$ cat src/rtl/core/assert_macros.svh
// assertion macros used by the rtl top level
`ifndef ASSERT_MACROS_SVH
`define ASSERT_MACROS_SVH

// same-cycle implication, sampled on clk, off while rst_n is low
`define FSE_ASSERT_IMP(name, ante, cons, msg) \
    name: assert property (@(posedge clk) disable iff (!rst_n) (ante) |-> (cons)) \
        else $error(msg);

// next-cycle implication, sampled on clk, off while rst_n is low
`define FSE_ASSERT_NXT(name, ante, cons, msg) \
    name: assert property (@(posedge clk) disable iff (!rst_n) (ante) |=> (cons)) \
        else $error(msg);

`endif

$ cat src/rtl/core/fse_pkg.sv
// types and constants of the fitness selection engine
package fse_pkg;

    localparam int REQ_W   = 2;
    localparam int IDX_W   = 6;
    localparam int FIT_W   = 10;
    localparam int POINT_W = 31;
    localparam int TOTAL_W = 16;
    localparam int CUM_W   = TOTAL_W + 1;
    localparam int PICK_N  = 2 ** IDX_W;

    // remainder unit: one dividend bit per step
    localparam int MOD_STEPS = POINT_W;
    localparam int MOD_CNT_W = $clog2(MOD_STEPS);

    localparam logic [REQ_W-1:0] REQ_WRITE      = 2'd0;
    localparam logic [REQ_W-1:0] REQ_ROULETTE   = 2'd1;
    localparam logic [REQ_W-1:0] REQ_TOURNAMENT = 2'd2;
    localparam logic [REQ_W-1:0] REQ_SCAN       = 2'd3;

    typedef struct packed {
        logic [REQ_W-1:0]   req_type;
        logic [IDX_W-1:0]   entry_index;
        logic [FIT_W-1:0]   fitness_value;
        logic [POINT_W-1:0] random_point;
        logic [IDX_W-1:0]   pick_a;
        logic [IDX_W-1:0]   pick_b;
    } req_t;

    typedef struct packed {
        logic [IDX_W-1:0]   selected_index;
        logic [TOTAL_W-1:0] total_fitness;
        logic [FIT_W-1:0]   peak_fitness;
        logic [IDX_W-1:0]   worst_index;
        logic [IDX_W-1:0]   best_index;
        logic               best_found;
        logic               zero_total_error;
    } rsp_t;

    typedef enum logic [2:0] {
        ST_CLEAR,
        ST_IDLE,
        ST_WR,
        ST_DIV,
        ST_WALK,
        ST_TN_A,
        ST_TN_B,
        ST_SCAN
    } state_t;

endpackage

$ cat src/rtl/core/fse_ram.sv
// generic single-port-write ram with registered read
module fse_ram #(
    parameter int WIDTH = 8,
    parameter int DEPTH = 64
) (
    input  logic                     clk,
    input  logic                     we,
    input  logic [$clog2(DEPTH)-1:0] waddr,
    input  logic [WIDTH-1:0]         wdata,
    input  logic [$clog2(DEPTH)-1:0] raddr,
    output logic [WIDTH-1:0]         rdata
);

    logic [WIDTH-1:0] mem [DEPTH];

    always_ff @(posedge clk)
    begin
        if (we)
        begin
            mem[waddr] <= wdata;
        end
        rdata <= mem[raddr];
    end

endmodule

$ cat src/rtl/core/fse_mod_unit.sv
// restoring remainder unit, one dividend bit per cycle
module fse_mod_unit (
    input  logic                         clk,
    input  logic                         rst_n,
    input  logic                         go,
    input  logic [fse_pkg::POINT_W-1:0]  dividend,
    input  logic [fse_pkg::TOTAL_W-1:0]  divisor,
    output logic                         done,
    output logic [fse_pkg::TOTAL_W-1:0]  remainder
);

    logic                          run_reg, run_next;
    logic                          done_reg, done_next;
    logic [fse_pkg::MOD_CNT_W-1:0] cnt_reg, cnt_next;
    logic [fse_pkg::TOTAL_W-1:0]   rem_reg, rem_next;
    logic [fse_pkg::POINT_W-1:0]   dvd_reg, dvd_next;
    logic [fse_pkg::TOTAL_W-1:0]   dsr_reg, dsr_next;
    logic [fse_pkg::TOTAL_W:0]     trial;
    logic [fse_pkg::TOTAL_W:0]     diff;

    assign trial = {rem_reg, dvd_reg[fse_pkg::POINT_W-1]};
    assign diff  = trial - {1'b0, dsr_reg};

    always_comb
    begin
        run_next  = run_reg;
        done_next = 1'b0;
        cnt_next  = cnt_reg;
        rem_next  = rem_reg;
        dvd_next  = dvd_reg;
        dsr_next  = dsr_reg;
        if (go)
        begin
            run_next = 1'b1;
            cnt_next = '0;
            rem_next = '0;
            dvd_next = dividend;
            dsr_next = divisor;
        end
        else if (run_reg)
        begin
            if (trial >= {1'b0, dsr_reg})
            begin
                rem_next = diff[fse_pkg::TOTAL_W-1:0];
            end
            else
            begin
                rem_next = trial[fse_pkg::TOTAL_W-1:0];
            end
            dvd_next = {dvd_reg[fse_pkg::POINT_W-2:0], 1'b0};
            cnt_next = cnt_reg + 1'b1;
            if (cnt_reg == fse_pkg::MOD_CNT_W'(fse_pkg::MOD_STEPS - 1))
            begin
                run_next  = 1'b0;
                done_next = 1'b1;
            end
        end
    end

    always_ff @(posedge clk or negedge rst_n)
    begin
        if (!rst_n)
        begin
            run_reg  <= 1'b0;
            done_reg <= 1'b0;
            cnt_reg  <= '0;
        end
        else
        begin
            run_reg  <= run_next;
            done_reg <= done_next;
            cnt_reg  <= cnt_next;
        end
    end

    always_ff @(posedge clk)
    begin
        rem_reg <= rem_next;
        dvd_reg <= dvd_next;
        dsr_reg <= dsr_next;
    end

    assign done      = done_reg;
    assign remainder = rem_reg;

endmodule

$ cat src/rtl/core/fitness_selection_engine.sv
// top level: fitness table, running total and selection sequencer
//
//  channel  | handshake            | payload | notes
//  ---------+----------------------+---------+------------------------------
//  request  | start high, busy low | req     | one item per acceptance
//  result   | done, one cycle      | rsp     | exactly one per item
//
// roulette runs 31 remainder steps, then walks one table
// entry per cycle until the cumulative sum passes the point or the last entry is read
// out-of-range writes and roulette on a zero total answer straight from idle
// after reset the table is cleared one entry a cycle, with busy held high
// the single table read port sets the pace of scan and roulette walks
`include "assert_macros.svh"

module fitness_selection_engine #(
    parameter int POP_SIZE    = 64,
    parameter int FITNESS_MAX = 1023
) (
    input  logic          clk,
    input  logic          rst_n,
    input  logic          start,
    output logic          busy,
    input  fse_pkg::req_t req,
    output logic          done,
    output fse_pkg::rsp_t rsp
);

    localparam int AW = $clog2(POP_SIZE);
    localparam logic [AW-1:0] LAST = AW'(POP_SIZE - 1);

    function automatic logic [fse_pkg::IDX_W-1:0] to_idx(input logic [AW-1:0] a);
        logic [31:0] w;
        w = 32'(a);
        return w[fse_pkg::IDX_W-1:0];
    endfunction

    fse_pkg::state_t state_reg, state_next;

    logic [AW-1:0]               cnt_reg, cnt_next;
    logic [AW-1:0]               addr_reg, addr_next;
    logic [AW-1:0]               pa_reg, pa_next;
    logic [AW-1:0]               pb_reg, pb_next;
    logic [fse_pkg::FIT_W-1:0]   val_reg, val_next;
    logic [fse_pkg::FIT_W-1:0]   fa_reg, fa_next;
    logic [fse_pkg::TOTAL_W-1:0] total_reg, total_next;
    logic [fse_pkg::TOTAL_W-1:0] point_reg, point_next;
    logic [fse_pkg::CUM_W-1:0]   cum_reg, cum_next;
    logic [fse_pkg::FIT_W-1:0]   mx_reg, mx_next;
    logic [fse_pkg::FIT_W-1:0]   low_reg, low_next;
    logic [AW-1:0]               best_reg, best_next;
    logic [AW-1:0]               worst_reg, worst_next;
    logic                        found_reg, found_next;
    logic                        done_reg, done_next;
    fse_pkg::rsp_t               rsp_reg, rsp_next;

    logic                        accept;
    logic                        wr_ok;
    logic [31:0]                 idx_wide;
    logic [AW-1:0]               ent_addr;
    logic [fse_pkg::IDX_W-1:0]   pick_mod [fse_pkg::PICK_N];
    logic [31:0]                 pa_wide, pb_wide;
    logic [AW-1:0]               pa_addr, pb_addr;
    logic [fse_pkg::FIT_W-1:0]   val_sat;

    logic                        ram_we;
    logic [AW-1:0]               ram_waddr, ram_raddr;
    logic [fse_pkg::FIT_W-1:0]   ram_wdata, rd_data;

    logic                        mod_go, mod_done;
    logic [fse_pkg::TOTAL_W-1:0] mod_rem;

    logic [fse_pkg::CUM_W-1:0]   cum_sum;
    logic                        walk_hit;
    logic                        at_last;
    logic                        low_take, max_take;
    logic [fse_pkg::FIT_W-1:0]   scan_low, scan_mx;
    logic [AW-1:0]               scan_worst, scan_best;
    logic                        scan_found;

    // tournament picks reduced modulo the population, as a constant table
    for (genvar g = 0; g < fse_pkg::PICK_N; g++)
    begin : g_pick_mod
        localparam int PM = g % POP_SIZE;
        assign pick_mod[g] = fse_pkg::IDX_W'(PM);
    end

    assign accept   = start && !busy;
    assign idx_wide = 32'(req.entry_index);
    assign wr_ok    = idx_wide < 32'(POP_SIZE);
    assign ent_addr = idx_wide[AW-1:0];
    assign pa_wide  = 32'(pick_mod[req.pick_a]);
    assign pb_wide  = 32'(pick_mod[req.pick_b]);
    assign pa_addr  = pa_wide[AW-1:0];
    assign pb_addr  = pb_wide[AW-1:0];
    assign val_sat  = (32'(req.fitness_value) > 32'(FITNESS_MAX)) ?
                      fse_pkg::FIT_W'(FITNESS_MAX) : req.fitness_value;

    assign cum_sum  = cum_reg + fse_pkg::CUM_W'(rd_data);
    assign walk_hit = cum_sum > {1'b0, point_reg};
    assign at_last  = cnt_reg == LAST;

    // first entry seeds the minimum
    assign low_take   = (cnt_reg == '0) || (rd_data < low_reg);
    assign max_take   = rd_data > mx_reg;
    assign scan_low   = low_take ? rd_data : low_reg;
    assign scan_worst = low_take ? cnt_reg : worst_reg;
    assign scan_mx    = max_take ? rd_data : mx_reg;
    assign scan_best  = max_take ? cnt_reg : best_reg;
    assign scan_found = max_take || found_reg;

    fse_ram #(
        .WIDTH (fse_pkg::FIT_W),
        .DEPTH (POP_SIZE)
    ) u_table (
        .clk   (clk),
        .we    (ram_we),
        .waddr (ram_waddr),
        .wdata (ram_wdata),
        .raddr (ram_raddr),
        .rdata (rd_data)
    );

    fse_mod_unit u_mod (
        .clk       (clk),
        .rst_n     (rst_n),
        .go        (mod_go),
        .dividend  (req.random_point),
        .divisor   (total_reg),
        .done      (mod_done),
        .remainder (mod_rem)
    );

    // next state
    always_comb
    begin
        state_next = state_reg;
        case (state_reg)
            fse_pkg::ST_CLEAR:
            begin
                if (at_last)
                begin
                    state_next = fse_pkg::ST_IDLE;
                end
            end
            fse_pkg::ST_IDLE:
            begin
                if (accept)
                begin
                    case (req.req_type)
                        fse_pkg::REQ_WRITE:
                            state_next = wr_ok ? fse_pkg::ST_WR : fse_pkg::ST_IDLE;
                        fse_pkg::REQ_ROULETTE:
                            state_next = (total_reg == '0) ? fse_pkg::ST_IDLE
                                                           : fse_pkg::ST_DIV;
                        fse_pkg::REQ_TOURNAMENT:
                            state_next = fse_pkg::ST_TN_A;
                        default:
                            state_next = fse_pkg::ST_SCAN;
                    endcase
                end
            end
            fse_pkg::ST_WR:
            begin
                state_next = fse_pkg::ST_IDLE;
            end
            fse_pkg::ST_DIV:
            begin
                if (mod_done)
                begin
                    state_next = fse_pkg::ST_WALK;
                end
            end
            fse_pkg::ST_WALK:
            begin
                if (walk_hit || at_last)
                begin
                    state_next = fse_pkg::ST_IDLE;
                end
            end
            fse_pkg::ST_TN_A:
            begin
                state_next = fse_pkg::ST_TN_B;
            end
            fse_pkg::ST_TN_B:
            begin
                state_next = fse_pkg::ST_IDLE;
            end
            fse_pkg::ST_SCAN:
            begin
                if (at_last)
                begin
                    state_next = fse_pkg::ST_IDLE;
                end
            end
            default:
            begin
                state_next = fse_pkg::ST_IDLE;
            end
        endcase
    end

    // datapath and outputs
    always_comb
    begin
        cnt_next   = cnt_reg;
        addr_next  = addr_reg;
        pa_next    = pa_reg;
        pb_next    = pb_reg;
        val_next   = val_reg;
        fa_next    = fa_reg;
        total_next = total_reg;
        point_next = point_reg;
        cum_next   = cum_reg;
        mx_next    = mx_reg;
        low_next   = low_reg;
        best_next  = best_reg;
        worst_next = worst_reg;
        found_next = found_reg;
        done_next  = 1'b0;
        rsp_next   = '0;
        ram_we     = 1'b0;
        ram_waddr  = addr_reg;
        ram_wdata  = val_reg;
        ram_raddr  = cnt_reg;
        mod_go     = 1'b0;
        case (state_reg)
            fse_pkg::ST_CLEAR:
            begin
                ram_we    = 1'b1;
                ram_waddr = cnt_reg;
                ram_wdata = '0;
                cnt_next  = at_last ? '0 : cnt_reg + 1'b1;
            end
            fse_pkg::ST_IDLE:
            begin
                if (accept)
                begin
                    case (req.req_type)
                        fse_pkg::REQ_WRITE:
                        begin
                            ram_raddr = ent_addr;
                            addr_next = ent_addr;
                            val_next  = val_sat;
                            // out-of-range slot: answer at once, table untouched
                            done_next = !wr_ok;
                        end
                        fse_pkg::REQ_ROULETTE:
                        begin
                            ram_raddr = '0;
                            if (total_reg == '0)
                            begin
                                done_next                 = 1'b1;
                                rsp_next.zero_total_error = 1'b1;
                            end
                            else
                            begin
                                mod_go = 1'b1;
                            end
                        end
                        fse_pkg::REQ_TOURNAMENT:
                        begin
                            ram_raddr = pa_addr;
                            pa_next   = pa_addr;
                            pb_next   = pb_addr;
                        end
                        default:
                        begin
                            ram_raddr  = '0;
                            cnt_next   = '0;
                            mx_next    = '0;
                            found_next = 1'b0;
                            best_next  = '0;
                            worst_next = '0;
                        end
                    endcase
                end
            end
            fse_pkg::ST_WR:
            begin
                // rd_data holds the old entry
                ram_we     = 1'b1;
                total_next = total_reg - fse_pkg::TOTAL_W'(rd_data)
                           + fse_pkg::TOTAL_W'(val_reg);
                done_next  = 1'b1;
            end
            fse_pkg::ST_DIV:
            begin
                // keep entry 0 on the read port for the walk
                ram_raddr = '0;
                if (mod_done)
                begin
                    point_next = mod_rem;
                    cnt_next   = '0;
                    cum_next   = '0;
                end
            end
            fse_pkg::ST_WALK:
            begin
                ram_raddr = cnt_reg + 1'b1;
                cnt_next  = cnt_reg + 1'b1;
                cum_next  = cum_sum;
                if (walk_hit || at_last)
                begin
                    done_next               = 1'b1;
                    rsp_next.selected_index = to_idx(cnt_reg);
                    cnt_next                = '0;
                end
            end
            fse_pkg::ST_TN_A:
            begin
                fa_next   = rd_data;
                ram_raddr = pb_reg;
            end
            fse_pkg::ST_TN_B:
            begin
                done_next               = 1'b1;
                rsp_next.selected_index = (fa_reg >= rd_data) ? to_idx(pa_reg)
                                                              : to_idx(pb_reg);
            end
            fse_pkg::ST_SCAN:
            begin
                ram_raddr  = cnt_reg + 1'b1;
                cnt_next   = cnt_reg + 1'b1;
                low_next   = scan_low;
                worst_next = scan_worst;
                mx_next    = scan_mx;
                best_next  = scan_best;
                found_next = scan_found;
                if (at_last)
                begin
                    done_next             = 1'b1;
                    cnt_next              = '0;
                    rsp_next.peak_fitness = scan_mx;
                    rsp_next.worst_index  = to_idx(scan_worst);
                    rsp_next.best_index   = to_idx(scan_best);
                    rsp_next.best_found   = scan_found;
                end
            end
            default:
            begin
                cnt_next = '0;
            end
        endcase
        rsp_next.total_fitness = total_next;
    end

    always_ff @(posedge clk or negedge rst_n)
    begin
        if (!rst_n)
        begin
            state_reg <= fse_pkg::ST_CLEAR;
            cnt_reg   <= '0;
            total_reg <= '0;
            done_reg  <= 1'b0;
        end
        else
        begin
            state_reg <= state_next;
            cnt_reg   <= cnt_next;
            total_reg <= total_next;
            done_reg  <= done_next;
        end
    end

    always_ff @(posedge clk)
    begin
        addr_reg  <= addr_next;
        pa_reg    <= pa_next;
        pb_reg    <= pb_next;
        val_reg   <= val_next;
        fa_reg    <= fa_next;
        point_reg <= point_next;
        cum_reg   <= cum_next;
        mx_reg    <= mx_next;
        low_reg   <= low_next;
        best_reg  <= best_next;
        worst_reg <= worst_next;
        found_reg <= found_next;
        rsp_reg   <= rsp_next;
    end

    assign busy = state_reg != fse_pkg::ST_IDLE;
    assign done = done_reg;
    assign rsp  = rsp_reg;

    `FSE_ASSERT_NXT(a_roulette_divides,
        accept && (req.req_type == fse_pkg::REQ_ROULETTE) && (total_reg != '0),
        state_reg == fse_pkg::ST_DIV, "roulette with nonzero total skipped the divide")
    `FSE_ASSERT_IMP(a_point_below_total, state_reg == fse_pkg::ST_WALK,
        point_reg < total_reg, "roulette point not reduced below the total")
    `FSE_ASSERT_IMP(a_error_zero_total, done && rsp.zero_total_error,
        (rsp.total_fitness == '0) && (rsp.selected_index == '0),
        "zero total error with a nonzero total or index")
    `FSE_ASSERT_IMP(a_mod_done_in_div, mod_done, state_reg == fse_pkg::ST_DIV,
        "remainder finished outside the divide state")

endmodule
$ cat config.mk
export PLATFORM = sky130hd
export DESIGN_NAME = fitness_selection_engine
export DESIGN_NICKNAME = d
export VERILOG_FILES = /design/src/rtl/core/fse_pkg.sv /design/src/rtl/core/fse_ram.sv /design/src/rtl/core/fse_mod_unit.sv /design/src/rtl/core/fitness_selection_engine.sv
export VERILOG_INCLUDE_DIRS = /design/src /design/src/rtl/core
export SDC_FILE = /design/constraint.sdc
export NUM_CORES = 1
export LEC_CHECK = 0
export ABC_AREA = 0
export BUFFER_PORTS_ARGS = -buffer_cell sky130_fd_sc_hd__buf_2
export CAP_MARGIN = 20
export CORE_ASPECT_RATIO = 1.25
export CORE_MARGIN = 4
export CORE_UTILIZATION = 40
export CTS_CLUSTER_DIAMETER = 50
export CTS_CLUSTER_SIZE = 14
export DETAILED_ROUTE_END_ITERATION = 8
export PLACE_DENSITY = 0.56
export SETUP_SLACK_MARGIN = 0.4
export SYNTH_ARGS = -nofsm -noshare
export SYNTH_HDL_FRONTEND = slang
export SYNTH_SLANG_ARGS = --single-unit
$ cat constraint.sdc
create_clock -name clk -period 6.55 [get_ports clk]
set_input_delay 0.655 -clock clk [delete_from_list [all_inputs] [get_ports clk]]
set_output_delay 0.655 -clock clk [all_outputs]
set_load 0.005 [all_outputs]
==> Word-level counts from Yosys, hierarchy flattened <==
Memory sizes are Yosys's and may differ from the RTL's. A register that Yosys moved wholly into a read port is not among the register bits.
Cells that the tools add are included.
{ "word_totals": {"latchBits": 0, "output_inout_bits": 48, "ff_bits": 240, "mem_bits_ro": 768, "n_memories": 3, "word_cells": 154, "ramBits": 640} }
{ "op_classes": {"reduce_logical": 29, "n_lt_le_gt_ge": 7, "n_mux": 62, "add_sub_neg": 6, "shifts": 0, "mul": 0, "div_mod_pow": 0, "bitwise_logic": 2, "n_eq_ne": 17} }
{ "memory_table": {"columns": ["memory", "depth", "width", "read_ports", "rd_clocked_by_memory_dff", "write_ports", "line_no", "rtl"], "rows": [
  ["u_table.mem", 64, 10, 1, 1, 1, "fse_ram.sv:14", "logic [WIDTH-1:0] mem [DEPTH];"],
  ["(name not given)", 64, 6, 1, 1, 0, "fitness_selection_engine.sv:92", "assign pb_wide = 32'(pick_mod[req.pick_b]);"],
  ["(name not given)", 64, 6, 1, 0, 0, "fitness_selection_engine.sv:91", "assign pa_wide = 32'(pick_mod[req.pick_a]);"]
]} }
{ "op_table": {"columns": ["operator", "count"], "rows": [
  ["two-way mux 6 bit", 13],
  ["two-way mux 31 bit", 2],
  ["one-hot mux 6 bit (2 select lines)", 4],
  ["one-hot mux 6 bit (4 select lines)", 2],
  ["two-way mux 10 bit", 4],
  ["one-hot mux 17 bit (2 select lines)", 1],
  ["two-way mux 16 bit", 2],
  ["one-hot mux 10 bit (2 select lines)", 1],
  ["two-way mux 1 bit", 19],
  ["one-hot mux 3 bit (6 select lines)", 1],
  ["adder 17 x 10 -> 17 bit", 1],
  [">= comparator 17 x 16 -> 1 bit", 1],
  ["greater-than comparator 17 x 16 -> 1 bit", 1],
  ["two-way mux 17 bit", 1],
  ["adder 16 x 10 -> 16 bit", 1],
  ["zero test 16 bit", 1],
  ["subtractor 16 x 10 -> 16 bit", 1],
  ["subtractor 16 bit", 1],
  ["inverter 6 -> 7 bit", 2],
  ["== test 3 bit (second input constant)", 4],
  ["two-way mux 3 bit", 4],
  ["AND reduction 3 bit", 4],
  [">= comparator 10 bit", 1],
  ["greater-than comparator 10 bit", 1],
  ["other kinds (31)", 50]
]} }

==> Depth between registers and ports, before layout <==
Gate-level depths: netlist of run 1.
{ "logic_depth": {"word_depth": 7, "depth_mapped": 19} }

==> By module <==
Synthesis of run 1 repeated with hierarchy kept, for this count alone.
{ "hier_totals": {"hier_cells": 2315, "area_unflattened_um2": 38067.8} }
{ "by_module_without_submodules": {"columns": ["module", "seq_area_each_um2", "area_each_um2", "instances", "cells_each"], "rows": [
  ["fse_ram", 19418.6, 25101.6, 1, 1118],
  ["fitness_selection_engine", 4694.5, 9137.5, 1, 863],
  ["fse_mod_unit", 1906.8, 3828.7, 1, 334]
]} }

==> Least setup slack after synthesis of run 1 <==
No wires, ideal clock.
{ "synth_timing": {"path_type": "register -> register", "startpoint": "register u_table.rdata[1] (read register of u_table.mem)", "endpoint": "register done_reg (netlist: done)", "setup_slack_ns": 2.796, "arrival_ns": 3.623, "stages_incl_launch_ff": 17, "n_path_buf": 0, "t_required_ns": 6.419, "cell_sequence": "dfxtp_1 -> ha_1 -> a21o_1 -> a21oi_1 -> o21ai_0 -> a21oi_1 -> o21bai_1 -> a41oi_1 -> nor2_1 -> xor2_1 -> ha_1 -> a2111oi_0 -> nand2_1 -> o31ai_1 -> and2_1 -> a21oi_1 -> or3_1"} }
{ "synth_between": {"elab_chain_len": 5} }
{ "synth_lines": {"columns": ["item", "line_no", "rtl"], "rows": [
  ["start, declared", "fse_ram.sv:11", "output logic [WIDTH-1:0] rdata"],
  ["adder 17 x 10 -> 17 bit", "fitness_selection_engine.sv:98", "assign cum_sum = cum_reg + fse_pkg::CUM_W'(rd_data);"],
  ["via cum_sum, one bit", "fitness_selection_engine.sv:72", "logic [fse_pkg::CUM_W-1:0] cum_sum;"],
  ["greater-than comparator 17 x 16 -> 1 bit", "fitness_selection_engine.sv:99", "assign walk_hit = cum_sum > {1'b0, point_reg};"],
  ["logical OR 1 bit", "fitness_selection_engine.sv:302", "if (walk_hit || at_last)"],
  ["two-way mux 1 bit", "fitness_selection_engine.sv:302", null],
  ["one-hot mux 1 bit (4 select lines)", "fitness_selection_engine.sv:226", "case (state_reg)"],
  ["via done_next", "fitness_selection_engine.sv:53", "logic done_reg, done_next;"],
  ["end signal, assigned", "fitness_selection_engine.sv:361", "done_reg <= done_next;"],
  ["end, declared", "fitness_selection_engine.sv:53", null]
]} }
The timed path passes the listed nets, and every way through them passes these cells.
A chain may end at the register's enable or synchronous reset.

==> Worst setup path in the final report of run 1 <==
Ends and elaborated chain as after synthesis.

==> results of run 1 <==
-- critical path, cell delays in order, from the launching register on --
cell and delay, ns:
dfxtp_1 0.62, ha_1 0.32, a21o_1 0.16, a21oi_1 0.20
o21ai_0 0.10, a21oi_1 0.30, o21bai_1 0.14, a41oi_1 0.38
nor2_1 0.13, xor2_1 0.18, ha_1 0.21, a2111oi_0 0.40
nand2_1 0.12, o31ai_1 0.68, and2_1 0.25, a21oi_1 0.21
or3_1 0.41
-- worst max-delay path by stage --
stage / from / endpoint / slack [ns]
3_3_place_gp: u_table.rdata[1] / done / 1.64
3_5_place_dp: u_table.rdata[1] / done / 1.65
4_1_cts: u_table.rdata[1] / done / 1.61
6_report: u_table.rdata[1] / done / 1.62
2_1_floorplan: u_table.rdata[1] / done / 2.80
5_1_grt: u_table.rdata[1] / done / 1.31
-- per-layer routing --
layer,vias up,routed length [um]
met1,12580,42770
met5,-,0
met3,190,6013
li1,11807,-
met4,0,4696
met2,846,54130
-- synth_stat cells (33+ instances only) --
master / instances / area share [%]
nor3_1: 47 / 0.61
inv_1: 133 / 1.3
o21ai_0: 100 / 1.3
nor2_1: 147 / 1.4
a21oi_1: 161 / 2.1
clkbuf_1: 81 / 0.78
a31o_2: 40 / 0.90
edfxtp_1: 791 / 61
nand3_1: 142 / 1.8
nand2_1: 638 / 6.2
ha_1: 94 / 3.0
mux2i_1: 51 / 1.3
dfxtp_1: 72 / 3.7
buf_2: 65 / 0.84
and3_1: 95 / 1.5
a31oi_1: 74 / 1.2
dfrtp_1: 33 / 2.1
-- metrics by stage --
stage,hold WS [ns],utilization [%]
floorplan,0.3594,-
global placement,0.4494,42.58
detailed placement,0.4513,42.64
CTS,0.1080,45.57
global route,0.1456,45.69
finish,0.1097,45.69
-- cells by family after synthesis --
| family | count (synthesis) | synth area share (%) |
|---|---|---|
| AO/OA/AOI/OAI | 570 | 9.497 |
| XOR/XNOR | 45 | 1.015 |
| adder cells (fa/ha/maj) | 106 | 3.648 |
| buffers and inverters | 307 | 3.351 |
| flip-flops | 896 | 67.02 |
| multiplexers | 61 | 1.779 |
| AND/OR/NAND/NOR | 1190 | 13.69 |
-- power by group through the flow --
| stage | sequential (mW) | clock (mW) | combinational (mW) |
|---|---|---|---|
| after floorplan | 7.61 | 0 | 6.89 |
| after global placement | 7.74 | 0 | 10.3 |
| after detailed placement | 7.75 | 0 | 10.3 |
| after CTS | 7.63 | 5.11 | 10.4 |
| after global routing | 7.69 | 5.34 | 11.3 |
| final | 7.63 | 5.00 | 10.3 |
-- final cells by class --
type	instances	area (um2)
clock buffer	117	2427
fill	8663	52210
multi-input combinational	1972	11640
tap	1290	1614
clock inverter	33	389.1
timing repair buffer	194	1333
sequential	896	26020
inverter	135	506.7
==> results by group, run 1 <==
Global routing
  – All-Layer GR Usage: around a fifth
  – Largest net degree at the start of global routing: around 110
  – Met3 Usage GRT: under 10%
  – First-pass GRT wire length: 160800 um
  – Vias in the first global route: roughly 25000
  – Number of antenna violations at the first check in global routing: 0
  – Met1 Use GR: 25.87%
  – GR Util met2: a little over a third
  – Gr ovfl total: 0
  – Most used routing layer: met2

Power
  – Cell internal pwr: between 10 and 15 mW
  – Combinational share of power: 45.0%
  – Net Sw Frac: roughly 41%
  – Peak VDD IR: 0.3446 mV
  – Pwr Density: 523.1 mW/mm2
  – Flop pwr share: roughly 33%
  – Clock Power Share: 21.8%
  – Sw Pwr: 9.500 mW
  – Power Total: around 23 mW
  – Leak pwr: about 16 nW

Finish
  – Diode count: 0
  – Number of flip-flops under the largest register name: 640
  – Most frequent cells in the layout: edfxtp_1 (791), nand2_1 (637), a21oi_1 (161), nand3_1 (142), nor2_1 (138)
  – Design area: around 0.044 mm2
  – Commonest non-fill, non-tap cell in the layout: edfxtp_1
  – Share of cells above drive strength 1: 11.95%
  – Final #Nets: 3455
  – Post-Layout Cell Count: around 4600
  – Area grow syn2layout: 13.14%

STA
  – Rel. slew slack: ~23%
  – Final min period: ~4.9 ns
  – PnR worst setup slack: about 1.6 ns
  – Fmax: between 0.2 and 0.25 GHz
  – Final Hold Viols: 0
  – Skew final: about 0.025 ns
  – Final setup violation count: 0
  – RSZ-0062 raised after global routing: no
  – Worst slew pin tran: between 1 and 1.5 ns
  – Setup TNS: 0 ns
  – Pins Over Slew Limit: 0
  – Post-route clock period utilization: about three quarters

Critical path
  – Critical R2R Capture: done
  – CP required: around 7.1 ns
  – Critical path class: reg -> reg
  – CP startpoint kind: flop
  – R2R Setup Slk: roughly 1.6 ns
  – Crit. End Element: flop
  – Register-to-Register Path Depth: 16
  – CP Data Arrival Time: 5.47 ns
  – Critical R2R Launch: u_table.rdata[1]
  – Worst Path Max Fanout: 8

Detailed routing
  – Total wire length: 107600 um
  – Initial DRC Count: between 2000 and 2500
  – Vias: ~25000
  – Vias per Instance: 5.483
  – Detailed-route DRC error count: 0
  – Drt wl/cell: approximately 23 um
  – DRT Pass-1 Iters: 6
  – ANT nets after route: 0

Place
  – Placement Cell Area: 0.04099 mm2
  – GPL Wtd Cong: between 0.8 and 0.9
  – IO buf count: 111
  – Pre-CTS setup slack: roughly 1.6 ns
  – Dpl hpwl: around 69000 um
  – DP Cell Count: 4476

Die
  – Ports: between 100 and 150
  – Die area: ~0.1 mm2
  – Initial core utilization: about two fifths
  – Core ar.: a little under 0.1 mm2
  – Die width: 286.7 um
  – Die Height: between 300 and 400 um
  – Num rows: around 130

Synthesis
  – Synth Register Bits: about 900
  – Post-Syn Instances: 3175
  – Post-synth ARST share: approximately 3.7%
  – Synth Area per Inst: approximately 12 um2
  – Distinct cells, synth: 80
  – EDFF count, synth: 791
  – Number of synthesis warnings: 0
  – Top_reg_cell synth: edfxtp_1
  – Post-synthesis sequential area ratio: 67.02%
  – Syn Std Cell Area: approximately 0.039 mm2
  – Syn_nets: 3345

Clock network
  – # resized after CTS: 0
  – Post-CTS Hold Buffers: 0
  – Clk sinks: 896
  – CTS root buffer: clkbuf_16
  – Clk buf depth: 3
  – CTS Buf Count: between 80 and 90
  – Number of H-tree levels: 3
  – Setup Fix Bufs, Post-CTS: 0
  – Clock-pin slew on the worst setup and hold paths: roughly 0.07 ns
  – CTS tree: built
  – Clock Latency Late Sink: roughly 0.66 ns

Outcome
  – Status: finished clean

Min path
  – Worst min path class: in -> async

Job
  – Max Cap Viol: 0
(Power assumes the default switching activity.)
==> run 2, diff against run 1 <==
- PLACE_DENSITY: 0.56 -> 0.58
- clock period: 6.55 -> 4.4 ns (I/O delays scaled with it)
==> run 2 against run 1 <==
  * Largest cell class unchanged
  * Sequential power up 48%
  * Power up 52%
  * Count of clock-buffer cells in the layout down 3
  * Critical endpoint unchanged
  * Fmax up 29%
  * Die area unchanged
  * Combinational power up 55%
==> results by group, run 2 (synthesized netlist as in run 1, its figures left out) <==
Detailed routing
  – Vias per Instance: 5.438 (was 5.483)
  – ANT nets after route: 0 (unchanged)
  – Vias: 25865 (was 25423)
  – Initial DRC Count: 2153 (was 2226)
  – Total wire length: 106500 um (was 107600 um)
  – Drt wl/cell: 22.40 um (was 23.21 um)
  – DRT Pass-1 Iters: 5 (was 6)
  – Detailed-route DRC error count: 0 (unchanged)

STA
  – RSZ-0062 raised after global routing: no (unchanged)
  – Final min period: 3.830 ns (was 4.927 ns)
  – Final Hold Viols: 0 (unchanged)
  – Pins Over Slew Limit: 0 (unchanged)
  – Setup TNS: 0 ns (unchanged)
  – Rel. slew slack: 27.63% (was 23.11%)
  – Worst slew pin tran: 1.083 ns (was 1.149 ns)
  – Hold slack: 0.04957 ns (was 0.1097 ns)
  – Final setup violation count: 0 (unchanged)
  – Fmax: 0.2611 GHz (was 0.2030 GHz)
  – Skew final: 0.03665 ns (was 0.02536 ns)
  – Post-route clock period utilization: 87.04% (was 75.21%)

Die
  – Die width: 286.7 um (unchanged)
  – Core ar.: 0.09614 mm2 (unchanged)
  – Ports: 112 (unchanged)
  – Die Height: 356.3 um (unchanged)
  – Die area: 0.1021 mm2 (unchanged)
  – Initial core utilization: 40.39% (unchanged)
  – Num rows: 127 (unchanged)

Outcome
  – Status: finished clean (unchanged)

Clock network
  – CTS Buf Count: 89 (was 86)
  – Number of H-tree levels: 3 (unchanged)
  – CTS tree: built (unchanged)
  – CTS root buffer: clkbuf_16 (unchanged)
  – Clock Latency Late Sink: 0.67 ns (was 0.66 ns)
  – Clock-pin slew on the worst setup and hold paths: 0.07 ns (about the same)
  – Clk sinks: 896 (unchanged)
  – Clk buf depth: 3 (unchanged)

Finish
  – Number of flip-flops under the largest register name: 640 (unchanged)
  – Most frequent cells in the layout: edfxtp_1 (791), nand2_1 (637), a21oi_1 (158), buf_4 (151), nand3_1 (141) (was edfxtp_1 (791), nand2_1 (637), a21oi_1 (161), nand3_1 (142), nor2_1 (138))
  – Diode count: 0 (unchanged)
  – Share of cells above drive strength 1: 14.40% (was 11.95%)
  – Commonest non-fill, non-tap cell in the layout: edfxtp_1 (unchanged)
  – Design area: 0.04504 mm2 (was 0.04393 mm2)
  – Final #Nets: 3572 (was 3455)
  – Area grow syn2layout: 16.00% (was 13.14%)

Min path
  – Hold depth: 3
  – Worst min path class: in -> reg (was in -> async)

Critical path
  – Critical path, cell by cell: ha_2 -> fa_2 -> a21oi_2 -> o211ai_1 -> o211ai_1 -> and2_4 -> nor2_1 -> nand4_1 -> xnor2_2 -> ha_1 -> a2111oi_4 -> nand2_1 -> o31ai_2 -> and2_1 -> a21oi_1 -> or3_1 (was ha_1 -> a21o_1 -> a21oi_1 -> o21ai_0 -> a21oi_1 -> o21bai_1 -> a41oi_1 -> nor2_1 -> xor2_1 -> ha_1 -> a2111oi_0 -> nand2_1 -> o31ai_1 -> and2_1 -> a21oi_1 -> or3_1)
  – Critical Path Stages: 16 (unchanged)
  – Crit-path leading delay family: compound AO/OA/AOI/OAI gates (unchanged)
  – Critical path class: reg -> reg (unchanged)
  – CP Data Arrival Time: 4.36 ns (was 5.47 ns)
  – Register-to-Register Path Depth: 16 (unchanged)
  – Slowest CP cell: edfxtp_1 (was o31ai_1)
  – Crit path top cell by count: o211ai_1 (was a21oi_1)
  – Worst path buffer plus inverter count: 0 (unchanged)
  – Crit. End Element: flop (unchanged)
  – CP peak stage delay: 0.39 ns (was 0.68 ns)
  – Worst Path Max Fanout: 3 (was 8)
  – CP required: 4.93 ns (was 7.09 ns)
  – CP startpoint kind: flop (unchanged)

Place
  – GPL Wtd Cong: 0.8901 (was 0.8718)
  – Placement Cell Area: 0.04169 mm2 (was 0.04099 mm2)
  – Dpl hpwl: 69440 um (was 69230 um)
  – IO buf count: 111 (unchanged)

Power
  – Leak pwr: 16.90 nW (was 16.27 nW)
  – Pwr Density: 776.5 mW/mm2 (was 523.1 mW/mm2)
  – Peak VDD IR: 0.4421 mV (was 0.3446 mV)
  – Power Total: 34.97 mW (was 22.98 mW)

Global routing
  – Vias in the first global route: 25345 (was 24801)
  – Gr ovfl total: 0 (unchanged)
  – First-pass GRT wire length: 159700 um (was 160800 um)
  – All-Layer GR Usage: 20.53% (was 20.80%)
  – Largest net degree at the start of global routing: 65 (was 112)
  – Number of antenna violations at the first check in global routing: 0 (unchanged)

Job
  – Max Cap Viol: 0 (unchanged)
run 2: changes by cell type in the layout (fill, tap and decap cells not counted), sizes merged:
| cell | before | now |
|---|---|---|
| bufinv | 4 | 5 |
| dlygate4sd3 | 0 | 33 |
| buf | 193 | 275 |
| inv | 146 | 149 |
| clkinv | 15 | 19 |
| clkbuf | 118 | 114 |
run 2: stage by stage:
stage                     std cells  setup slack (ns)  util [%]
after CTS                      4753            0.4246     46.74
after floorplan                3175            0.6459         -
after global placement         4565           0.02845     43.36
final                          4756            0.5705     46.85
after global routing           4756            0.4028     46.85
after detailed placement       4565            0.2326     43.36
run 2: layout make-up:
class,count,area [um2]
clock buffers,114,2405
clock inverters,41,489.2
fillers,8573,51100
inverters,135,506.7
multi-input cells,1972,11710
flip-flops and latches,896,26020
well taps,1290,1614
repair buffers,308,2295
run 2: tightest hold or removal path, stage by stage:
cell and delay [ns]:
buf_2 0.08, nand2_1 0.04, nand2_1 0.05
run 2: report_power, final:
part | internal (mW) | switching (mW) | leakage [nW]
registers | 10.8 | 0.561 | 8.23
clock network | 4.23 | 3.35 | 1.40
logic | 5.60 | 10.4 | 7.27
run 2: metal layers:
layer  vias up  GRT usage (%)  share of wire [%]  wire length (um)
met5         -              0                  0                 0
met4         0          7.910                3.8              4064
met3       187          2.933                6.2              6555
met2       861          34.78                 49             52250
met1     12741          26.84                 41             43670
li1      12076              -                  -                 -
run 2: what timing repair did:
item                       in CTS  in global routing
hold buffers                   33                  0
resized for setup               4                 11
setup endpoints to repair      13                 24
cloned                          0                  0
buffers inserted                0                  1
pin swaps                       0                  4
hold endpoints to repair       65                  0
run 2: final timing paths:
path,from,to,slack (ns)
min reg2reg,total_reg[0],u_mod.dsr_reg[0],0.48
max reg2reg,cum_reg[0],done,0.57
min in group asynchronous,rst_n,total_reg[12],0.47
max,cum_reg[0],done,0.57
min,req[30],u_mod.dvd_reg[18],0.05
max in group asynchronous,rst_n,done,3.34
